## config.mk

```make
export PLATFORM = sky130hd
export DESIGN_NAME = isf_queue
export DESIGN_NICKNAME = d
export VERILOG_FILES = /design/src/rtl/isf_pkg.sv /design/src/rtl/isf_queue.sv
export SDC_FILE = /design/constraint.sdc
export NUM_CORES = 1
export LEC_CHECK = 0
export BUFFER_PORTS_ARGS = -buffer_cell sky130_fd_sc_hd__buf_4
export CORE_MARGIN = 2
export CORE_UTILIZATION = 30
export CTS_BUF_LIST = sky130_fd_sc_hd__clkbuf_16
export DETAILED_ROUTE_END_ITERATION = 7
export PLACE_DENSITY_LB_ADDON = 0.2
export SETUP_SLACK_MARGIN = 0.05
export SYNTH_ARGS = -nofsm -noshare
export SYNTH_HDL_FRONTEND = slang
export SYNTH_SLANG_ARGS = --single-unit
```

## constraint.sdc

```tcl
create_clock -name clk -period 8.3 [get_ports clk]
set_clock_uncertainty 0.05 [all_clocks]
set_input_delay 1.66 -clock clk [delete_from_list [all_inputs] [get_ports clk]]
set_output_delay 1.66 -clock clk [all_outputs]
set_load 0.01 [all_outputs]
```

## src/rtl/isf_pkg.sv

```systemverilog
// Shared types and constants for the interval screen filter.
// Used by isf_front, isf_queue, isf_back and interval_screen_filter.
// No dependencies.
package isf_pkg;

  localparam int SCREEN_DEPTH = 256;
  localparam int IDX_W        = (SCREEN_DEPTH > 1) ? $clog2(SCREEN_DEPTH) : 1;
  localparam int CNT_W        = $clog2(SCREEN_DEPTH + 1);
  localparam int QUEUE_DEPTH  = 2;
  localparam int QPTR_W       = (QUEUE_DEPTH > 1) ? $clog2(QUEUE_DEPTH) : 1;
  localparam int QCNT_W       = $clog2(QUEUE_DEPTH + 1);

  localparam int ACT_W        = 9;
  localparam int CFG_DATA_W   = 9;
  localparam int CFG_IDX_W    = 1;
  localparam int POS_W        = 32;
  localparam int TS_W         = 64;

  // register indexes on the configuration port
  localparam logic [CFG_IDX_W-1:0] REG_SCREEN_MODE  = 1'b0;
  localparam logic [CFG_IDX_W-1:0] REG_ACTIVE_COUNT = 1'b1;

  // action codes carried by an input item
  localparam logic [1:0] ACT_LOAD   = 2'd0;
  localparam logic [1:0] ACT_SCREEN = 2'd1;
  localparam logic [1:0] ACT_BATCH  = 2'd2;

  localparam logic MODE_CONTAIN = 1'b0;
  localparam logic MODE_EXCLUDE = 1'b1;

  typedef enum logic [1:0] {
    OP_LOAD,
    OP_SCREEN,
    OP_BATCH
  } op_t;

  typedef enum logic [1:0] {
    ST_IDLE,
    ST_SCAN,
    ST_EMIT
  } back_state_t;

  typedef struct packed {
    logic [1:0]             action;
    logic [7:0]             entry_index;
    logic signed [TS_W-1:0] start_time;
    logic signed [TS_W-1:0] stop_time;
    logic signed [TS_W-1:0] extra_value;
  } item_t;

  typedef struct packed {
    logic signed [TS_W-1:0] kept_start;
    logic signed [TS_W-1:0] kept_stop;
    logic signed [TS_W-1:0] kept_extra;
    logic [POS_W-1:0]       kept_position;
  } result_t;

  typedef struct packed {
    op_t                    op;
    logic                   load_ok;
    logic [IDX_W-1:0]       slot;
    logic signed [TS_W-1:0] start_time;
    logic signed [TS_W-1:0] stop_time;
    logic signed [TS_W-1:0] extra_value;
  } queue_entry_t;

  typedef struct packed {
    logic signed [TS_W-1:0] start_time;
    logic signed [TS_W-1:0] stop_time;
  } screen_entry_t;

  typedef struct packed {
    back_state_t      state;
    logic [CNT_W-1:0] scan_idx;
    logic [CNT_W-1:0] scan_limit;
  } back_status_t;

endpackage

```

## src/rtl/isf_queue.sv

```systemverilog
// Short FIFO between the front end and the back end.
// Depends on isf_pkg for the entry type and depth.
module isf_queue (
  input  logic                  clk,
  input  logic                  rst,
  input  logic                  push_valid,
  output logic                  push_ready,
  input  isf_pkg::queue_entry_t push_entry,
  output logic                  pop_valid,
  input  logic                  pop_ready,
  output isf_pkg::queue_entry_t pop_entry
);
  import isf_pkg::*;

  queue_entry_t      slots [QUEUE_DEPTH];
  logic [QPTR_W-1:0] wr_ptr;
  logic [QPTR_W-1:0] rd_ptr;
  logic [QCNT_W-1:0] count;
  logic              do_push;
  logic              do_pop;

  assign push_ready = (count != QCNT_W'(QUEUE_DEPTH));
  assign pop_valid  = (count != '0);
  assign pop_entry  = slots[rd_ptr];
  assign do_push    = push_valid && push_ready;
  assign do_pop     = pop_valid && pop_ready;

  always_ff @(posedge clk) begin
    if (do_push) begin
      slots[wr_ptr] <= push_entry;
    end
  end

  always_ff @(posedge clk) begin
    if (rst) begin
      wr_ptr <= '0;
      rd_ptr <= '0;
      count  <= '0;
    end else begin
      if (do_push) begin
        wr_ptr <= (wr_ptr == QPTR_W'(QUEUE_DEPTH - 1)) ? '0 : wr_ptr + 1'b1;
      end
      if (do_pop) begin
        rd_ptr <= (rd_ptr == QPTR_W'(QUEUE_DEPTH - 1)) ? '0 : rd_ptr + 1'b1;
      end
      if (do_push && !do_pop) begin
        count <= count + 1'b1;
      end else if (do_pop && !do_push) begin
        count <= count - 1'b1;
      end
    end
  end

endmodule

```

==> flow_metrics.py, run 1 <==
metrics = {
    "sta": {
        "finalSetupViolCount": 0,
        "setup_slack_ps": 3600,
        "max_slew.worst_pin.slew_ps": 958,
        "max_freq_mhz": 213,
        "finalHoldViolations": 0,
        "maxSlewViolCount": 0,
        "tns_ps": 0,
        "grt_setup_unrepaired": "false",
        "slew_headroom_pct": 36.1,
        "period_needed_ps": 4700,
        "fin_crit_sh_pct": 56.6,
    },
    "die": {
        "num_rows": 83,
        "initial_core_util_pct": 30.4,
        "core_um2": 51300,
        "die_area_um2": 53800,
        "ios": 412,
        "die_h_um": 232,
        "die_x_um": 232,
    },
    "layout": {
        "fin_cells": 1811,
        "drive_gt1_share_pct": 60.4,
        "fillCellCount": 4705,
        "stdcell_area_um2": 20800,
        "area_delta_synth_final_pct": 33.2,
        "final_nets": 1305,
    },
    "placement": {
        "place_inst": 1730,
        "placed_area_um2": 19400,
        "gp_congestion": 0.709,
        "post-place-ws_ps": 4100,
        "port_buffers": 411,
        "dp_hpwl_um": 21700,
    },
    "pwr": {
        "power_density_nw_per_um2": 303,
        "p_leak_nw": 7.97,
        "total_power_mw": 6.29,
        "ir_drop_v": 0.000196,
    },
    "drt": {
        "drt-initial-drc-count": 310,
        "viasPerCell": 4.20,
        "routed_wl_um": 33200,
        "final_antenna_net_count": 0,
        "wl_per_cell_um": 18.3,
        "drt_pass1_iterations": 4,
        "via_count": 7607,
        "drcViolationCount": 0,
    },
    "global_routing": {
        "grt_overflow": 0,
        "grt_pass1_wl_um": 48000,
        "grtUsageTotal_pct": 11.9,
        "grt_pass1_vias": 7973,
        "grt_max_degree": 120,
        "antenna_found_initial": 4,
    },
    "synthesis": {
        "synthDistinctLibCells": 20,
        "synth_area_um2": 15600,
        "synth-seq-cells": 411,
        "synth.area.top_cells": "edfxtp_1, mux2_4, mux2_2",
        "yosysTopAreaCell": "edfxtp_1",
        "synthCells": 656,
        "ys_warn_count": 0,
        "seq_area_frac_synth_pct": 78.9,
        "synth_top_area_share_pct": 78.2,
        "syn-num-nets": 864,
        "syn_avg_cell_area_um2": 23.8,
    },
    "worst_setup_path": {
        "endpoint_kind": "output pin",
        "startpoint_type": "register",
        "crit_type": "reg2out",
        "required_ps": 6590,
        "path_max_fanout": 50,
        "slowest_stage": "dfxtp_4",
        "crit_top_cell": "buf_4",
        "crit_chain": "buf_4 -> mux2_2 -> buf_4",
        "critPathMaxStageDelay_ps": 920,
        "cp.arrival_ps": 2990,
    },
    "hold_path": {
        "hold_class": "reg2reg",
    },
    "clock_network": {
        "cts_sinks": 411,
        "clk_pin_slew_worst_paths_ps": 60,
        "clk_latency_ps": 560,
        "cts_setup_buffers": 0,
        "ctsResizeCount": 0,
        "postCtsHoldBufs": 0,
        "cts_tree": "done",
        "clk_path_buf_depth": 3,
        "cts_made_buffers": 45,
        "htreeDepth": 2,
        "root_buffer": "clkbuf_16",
    },
    "outcome": {
        "status": "complete, no violations",
    },
    "job": {
        "drv_cap": 0,
    },
}
## worst paths after layout
path	start	to	slack (ps)	depth (start not counted)
setup / recovery	register	pop_entry[187]	3600	3
setup reg to reg	count[0]$_SDFFE_PP0P_	slots[1][164]$_DFFE_PP_	5660	3
hold / removal	rd_ptr$_SDFFE_PP0P_	rd_ptr$_SDFFE_PP0P_	460	2
hold reg to reg	rd_ptr$_SDFFE_PP0P_	rd_ptr$_SDFFE_PP0P_	460	2
## critical path, delay by kind of cell, from the launching register on
family	cells	cell delay [ps]
buffers and inverters	2	970
flip-flops	1	920
multiplexers	1	420
## logic make-up (layout without fill, tap and decap cells)
kind of cell    after synthesis  after routing  synth area share [%]
compound gates                5              5                 0.193
buf+inv                      24            498                  1.59
fa+ha+maj                     1              1                0.0803
xor+xnor                      3              3                 0.169
other cells                   0              1                     0
mux                         203            203                  18.8
flops                       411            411                  78.9
simple gates                  9              9                 0.321
## area by class of cell
type	count	area, µm²	area share [%]
Clock buffer	47	1180	5.67
Clock inverter	33	219	1.05
Inverter	1	11.3	0.0542
Multi-Input combinational cell	221	3050	14.7
Sequential cell	411	12300	59.2
Timing Repair Buffer	417	3160	15.2
Tap cell	680	851	4.10
Antenna cell	1	2.50	0.0121
## per-layer routing
layer	part of all wire, %	track usage [%]	vias up
li1	-	-	3499
met1	38	13.5	3787
met2	50	20.0	255
met3	9.1	5.01	60
met4	2.7	4.53	6
met5	0.12	0	-
## placed cells by master, fill, tap and decap left out
cell	n
a21bo_2	1
a21oi_1	2
and2_1	1
and3_4	1
buf_12	2
buf_4	415
bufinv_16	3
clkbuf_16	47
clkinv_1	11
clkinv_2	6
clkinvlp_4	1
dfxtp_1	4
dfxtp_4	1
diode_2	1
edfxtp_1	406
ha_1	1
inv_1	11
inv_6	1
inv_8	1
mux2_2	33
mux2_4	170
nand2b_1	1
nand3b_1	1
nor2_1	3
o21ai_0	2
or2_2	1
or3_1	1
xor2_1	3
## cell usage after synthesis
master,instances
a21bo_2,1
a21oi_1,2
and2_1,1
and3_1,1
buf_2,3
buf_6,19
buf_8,1
dfxtp_1,5
edfxtp_1,406
ha_1,1
inv_1,1
mux2_2,33
mux2_4,170
nand2b_1,1
nand3b_1,1
nor2_1,3
o21ai_0,2
or2_2,1
or3_1,1
xor2_1,3
## report_power, final
part	switching [mW]	internal, mW	total (mW)
Combinational	0.760	0.954	1.71
Clock	0.770	1.11	1.88
Sequential	0.102	2.60	2.70
Total	1.63	4.66	6.29
## registers in the layout, summed over array words and instances, names as in the netlist, named ones only
register / count
wr_ptr: 1
rd_ptr: 1
slots: 406
count: 2
## through the flow
step | hold slack, ps | util [%]
2_1_floorplan | 421 | -
3_3_place_gp | 439 | 37.7
3_5_place_dp | 454 | 37.7
4_1_cts | 463 | 40.5
5_1_grt | 498 | 40.5
6_report | 456 | 40.5
Note: power is estimated with default switching activity, not from simulation.
==> run 2, diff against run 1 <==
Clock period 8.3 ns to 4.9 ns, I/O delays scaled along.
==> run 2 against run 1 <==
Effect of this change:
- die area stayed put
- total power increased by 68%
- worst setup slack got worse by 2200 ps
- first-iteration DRC count rose by 6.1%
- via count decreased by 0.12%
- combinational power grew 75%
- hold slack improved by 5.9 ps
- sequential power is 69% higher
- critical path depth is the same
- register-to-register slack got worse by 3500 ps
==> flow_metrics.py, run 2 (synthesis gave the netlist of run 1 again) <==
metrics = {
    "clock_network": {
        "clk_latency_ps": 550,
        "cts_made_buffers": 45,
        "cts_sinks": 411,
        "cts_setup_buffers": 0,
        "cts_tree": "done",
        "clk_pin_slew_worst_paths_ps": 50,
        "htreeDepth": 2,
        "clk_path_buf_depth": 3,
        "postCtsHoldBufs": 0,
        "ctsResizeCount": 0,
        "root_buffer": "clkbuf_16",
    },
    "sta": {
        "finalSetupViolCount": 0,
        "max_slew.worst_pin.slew_ps": 947,
        "finalHoldViolations": 0,
        "period_needed_ps": 3550,
        "maxSlewViolCount": 0,
        "max_freq_mhz": 282,
        "tns_ps": 0,
        "worst_hold_slack_ps": 462,
        "slew_headroom_pct": 36.8,
        "setup_slack_ps": 1350,
        "grt_setup_unrepaired": "false",
        "fin_crit_sh_pct": 72.4,
    },
    "die": {
        "die_area_um2": 53800,
        "ios": 412,
        "num_rows": 83,
        "die_h_um": 232,
        "die_x_um": 232,
        "initial_core_util_pct": 30.4,
        "core_um2": 51300,
    },
    "worst_setup_path": {
        "critPathMaxStageDelay_ps": 960,
        "crit_chain": "buf_12 -> mux2_4 -> buf_4",
        "cp.arrival_ps": 2520,
        "path_max_fanout": 48,
        "required_ps": 3870,
        "slowest_stage": "dfxtp_4",
        "crit_type": "reg2out",
        "startpoint_type": "register",
        "endpoint_kind": "output pin",
    },
    "layout": {
        "drive_gt1_share_pct": 61.3,
        "final_nets": 1322,
        "layout.cells.most_common_list": "buf_4, edfxtp_1, mux2_4, clkbuf_16, mux2_2",
        "n_antenna_cell": 0,
        "final_common_cell": "buf_4",
        "largest_registers": "slots: 406 flops, count: 2 flops",
        "stdcell_area_um2": 20800,
        "area_delta_synth_final_pct": 33.7,
        "largest_reg_flops": 406,
        "regMostFlops": "slots",
    },
    "global_routing": {
        "grt_pass1_vias": 7933,
        "antenna_found_initial": 1,
        "grtUsageTotal_pct": 12.1,
        "grt_max_degree": 67,
        "grt_pass1_wl_um": 48800,
        "grt_overflow": 0,
    },
    "hold_path": {
        "hold_class": "reg2reg",
    },
    "placement": {
        "placed_area_um2": 19500,
        "port_buffers": 411,
        "post-place-ws_ps": 1760,
        "gp_congestion": 0.710,
        "dp_hpwl_um": 22900,
    },
    "pwr": {
        "sequentialPowerShare_pct": 43.3,
        "swShare_pct": 26.3,
        "switchingPower_mw": 2.77,
        "p_leak_nw": 8.02,
        "clockPowerShare_pct": 28.3,
        "p_comb_share_pct": 28.4,
        "power_density_nw_per_um2": 506,
        "ir_drop_v": 0.000274,
        "intPower_mw": 7.77,
    },
    "drt": {
        "final_antenna_net_count": 0,
        "wl_per_cell_um": 18.6,
        "drt_pass1_iterations": 4,
        "drt-initial-drc-count": 329,
        "routed_wl_um": 33800,
        "via_count": 7598,
        "drcViolationCount": 0,
        "viasPerCell": 4.18,
    },
    "job": {
        "drv_cap": 0,
    },
    "outcome": {
        "status": "complete, no violations",
    },
}
[run 2: changes by cell type in the layout (fill, tap and decap cells not counted), sizes merged]
| cell | delta |
|---|---|
| buf | +17 |
| clkinv | -5 |
| bufinv | -3 |
| clkinvlp | +1 |
| diode | -1 |
| inv | -1 |
[run 2: metal layers]
metal | up-vias | routed length (µm) | track usage [%] | share of wire (%)
met5 | - | 11 | 0 | 0.033
met4 | 2 | 892 | 4.45 | 2.6
met3 | 64 | 3110 | 4.87 | 9.2
met2 | 240 | 17400 | 21.1 | 52
met1 | 3768 | 12400 | 13.4 | 37
li1 | 3524 | - | - | -
[run 2: worst paths after layout]
check                           slack [ps]                       to  cells after the start                  start
worst min-delay path                   460      rd_ptr$_SDFFE_PP0P_                      2    rd_ptr$_SDFFE_PP0P_
worst max-delay path                  1350            pop_entry[80]                      3               register
worst max register to register        2210  slots[0][115]$_DFFE_PP_                      5  count[0]$_SDFFE_PP0P_
worst min register to register         460      rd_ptr$_SDFFE_PP0P_                      2    rd_ptr$_SDFFE_PP0P_
[run 2: worst max-delay path: cells and delay by family, from the launching register on]
family	cells	cell delay, ps
mux	1	360
buf+inv	2	550
flops	1	960
[run 2: final cells by class]
cell class | count | area, µm²
clock buffer | 47 | 1180
clock inverter | 25 | 115
fill | 4650 | 30500
inverter | 1 | 7.51
multi-input combinational | 221 | 3050
sequential | 411 | 12300
tap | 680 | 851
timing repair buffer | 434 | 3350
[run 2: stage by stage]
step / total power, mW / cells / utilization [%]
after global placement: 7.70 / 1747 / 38.1
after global routing: 11.0 / 1819 / 40.6
after detailed placement: 7.71 / 1747 / 38.1
final: 10.5 / 1819 / 40.6
after floorplan: 6.41 / 656 / -
after CTS: 10.8 / 1819 / 40.6
[run 2: power by group through the flow]
stage          combinational (mW)  sequential [mW]  clock (mW)
6_report                     2.99             4.57        2.98
5_1_grt                      3.20             4.62        3.22
4_1_cts                      3.07             4.58        3.11
3_5_place_dp                 3.06             4.65           0
3_3_place_gp                 3.06             4.63           0
2_1_floorplan                1.82             4.59           0
==> run 3, diff against run 2 <==
Clock period 4.9 ns to 3.7 ns, I/O delays scaled along.
==> run 3 against run 2 <==
Effect of this change:
- sequential cell count unchanged
- hold slack lost 140 ps
- routed wire length is 0.39% lower
- clock-buffer cell count decreased by 2
- clock power rose by 35%
- largest power group unchanged
- combinational power is 33% higher
- critical path depth did not move
- critical path type unchanged
- highest routed layer unchanged
- sequential power up 31%
==> flow_metrics.py, run 3 (synthesis gave the netlist of run 1 again) <==
metrics = {
    "hold_path": {
        "hold_depth": 1,
        "hold_class": "in2reg",
    },
    "drt": {
        "wl_per_cell_um": 18.5,
        "routed_wl_um": 33600,
        "viasPerCell": 4.20,
        "drt_pass1_iterations": 4,
        "drt-initial-drc-count": 376,
        "via_count": 7657,
        "drcViolationCount": 0,
        "final_antenna_net_count": 0,
    },
    "sta": {
        "slew_headroom_pct": 44.7,
        "maxSlewViolCount": 0,
        "finalSetupViolCount": 0,
        "max_freq_mhz": 333,
        "tns_ps": 0,
        "fin_crit_sh_pct": 81.2,
        "period_needed_ps": 3010,
        "max_slew.worst_pin.slew_ps": 830,
        "grt_setup_unrepaired": "false",
        "finalHoldViolations": 0,
    },
    "clock_network": {
        "htreeDepth": 2,
        "clk_pin_slew_worst_paths_ps": 60,
        "root_buffer": "clkbuf_16",
        "clk_path_buf_depth": 3,
        "cts_sinks": 411,
        "clk_latency_ps": 540,
        "cts_made_buffers": 45,
        "postCtsHoldBufs": 0,
        "cts_setup_buffers": 0,
        "cts_tree": "done",
        "ctsResizeCount": 0,
    },
    "global_routing": {
        "grtUsageTotal_pct": 12.0,
        "globalRouteMet2Util_pct": 19.3,
        "antenna_found_initial": 2,
        "busiest_layer": "met2",
        "grt_pass1_wl_um": 48700,
        "grt_use_met3_pct": 5.73,
        "grt_max_degree": 108,
        "gr-usage-met1_pct": 14.4,
        "grt_pass1_vias": 8115,
        "grt_overflow": 0,
    },
    "outcome": {
        "status": "complete, no violations",
    },
    "placement": {
        "gp_congestion": 0.705,
        "placed_area_um2": 19500,
        "place_inst": 1743,
        "port_buffers": 411,
        "dp_hpwl_um": 22700,
    },
    "layout": {
        "area_delta_synth_final_pct": 33.8,
        "layout.cells.most_common_list": "buf_4, edfxtp_1, mux2_4, clkbuf_16, mux2_2",
        "fin_cells": 1821,
        "regMostFlops": "slots",
        "final_nets": 1318,
        "drive_gt1_share_pct": 60.7,
        "final_common_cell": "buf_4",
        "largest_reg_flops": 406,
        "stdcell_area_um2": 20800,
        "largest_registers": "slots: 406 flops, count: 2 flops",
    },
    "die": {
        "die_h_um": 232,
        "num_rows": 83,
        "initial_core_util_pct": 30.4,
        "die_area_um2": 53800,
        "die_x_um": 232,
        "core_um2": 51300,
        "ios": 412,
    },
    "pwr": {
        "total_power_mw": 14.0,
        "power_density_nw_per_um2": 672,
        "p_leak_nw": 8.01,
        "ir_drop_v": 0.000364,
    },
    "worst_setup_path": {
        "r2r_slack_ps": 1550,
        "cp.arrival_ps": 2220,
        "required_ps": 2910,
        "path_max_fanout": 26,
        "endpoint_kind": "output pin",
        "startpoint_type": "register",
        "r2r_cells": 3,
        "crit_type": "reg2out",
    },
    "job": {
        "drv_cap": 0,
    },
}
run 3: changes by cell type in the layout (fill, tap and decap cells not counted), sizes merged, moves of 2 or more:
cell	delta
clkbuf	-2
clkinv	+7
buf	-4
bufinv	+2
run 3: area by class of cell:
| type | count | area, µm² |
|---|---|---|
| fill | 4713 | 30500 |
| sequential | 411 | 12300 |
| timing repair buffer | 430 | 3330 |
| multi-input combinational | 221 | 3050 |
| clock buffer | 45 | 1130 |
| tap | 680 | 851 |
| clock inverter | 32 | 185 |
| inverter | 1 | 7.51 |
| antenna | 1 | 2.50 |
run 3: power by group:
part	leakage, nW	internal, mW	switching, mW	total (mW)
combinational	3.49	2.18	1.80	3.98
clock	0.684	2.32	1.70	4.02
sequential	3.83	5.82	0.174	5.99
run 3: final timing paths:
path | to | startpoint
worst max-delay path | pop_entry[183] | register
worst max register to register | slots[1][113]$_DFFE_PP_ | count[0]$_SDFFE_PP0P_
worst min register to register | rd_ptr$_SDFFE_PP0P_ | rd_ptr$_SDFFE_PP0P_
worst min-delay path | slots[1][60]$_DFFE_PP_ | push_entry[60]
run 3: stage by stage:
stage               worst slack [ps]  hold WS [ps]  utilization (%)
finish                           695           323             40.6
detailed placement              1190           444             38.1
global placement                1210           436             38.1
floorplan                       -644           421                -
CTS                              577           270             40.6
global route                     535           280             40.6
run 3: routing by layer:
layer / share of wire [%] / vias to the layer above / routed length (µm)
met4: 1.8 / 2 / 614
met1: 40 / 3818 / 13300
met5: 0.036 / - / 12
li1: - / 3521 / -
met3: 11 / 45 / 3560
met2: 48 / 271 / 16200
run 3: worst max-delay path, cell delays in order (launching register included):
cell and delay [ps]:
dfxtp_4 620, buf_4 500, mux2_2 390, buf_4 140
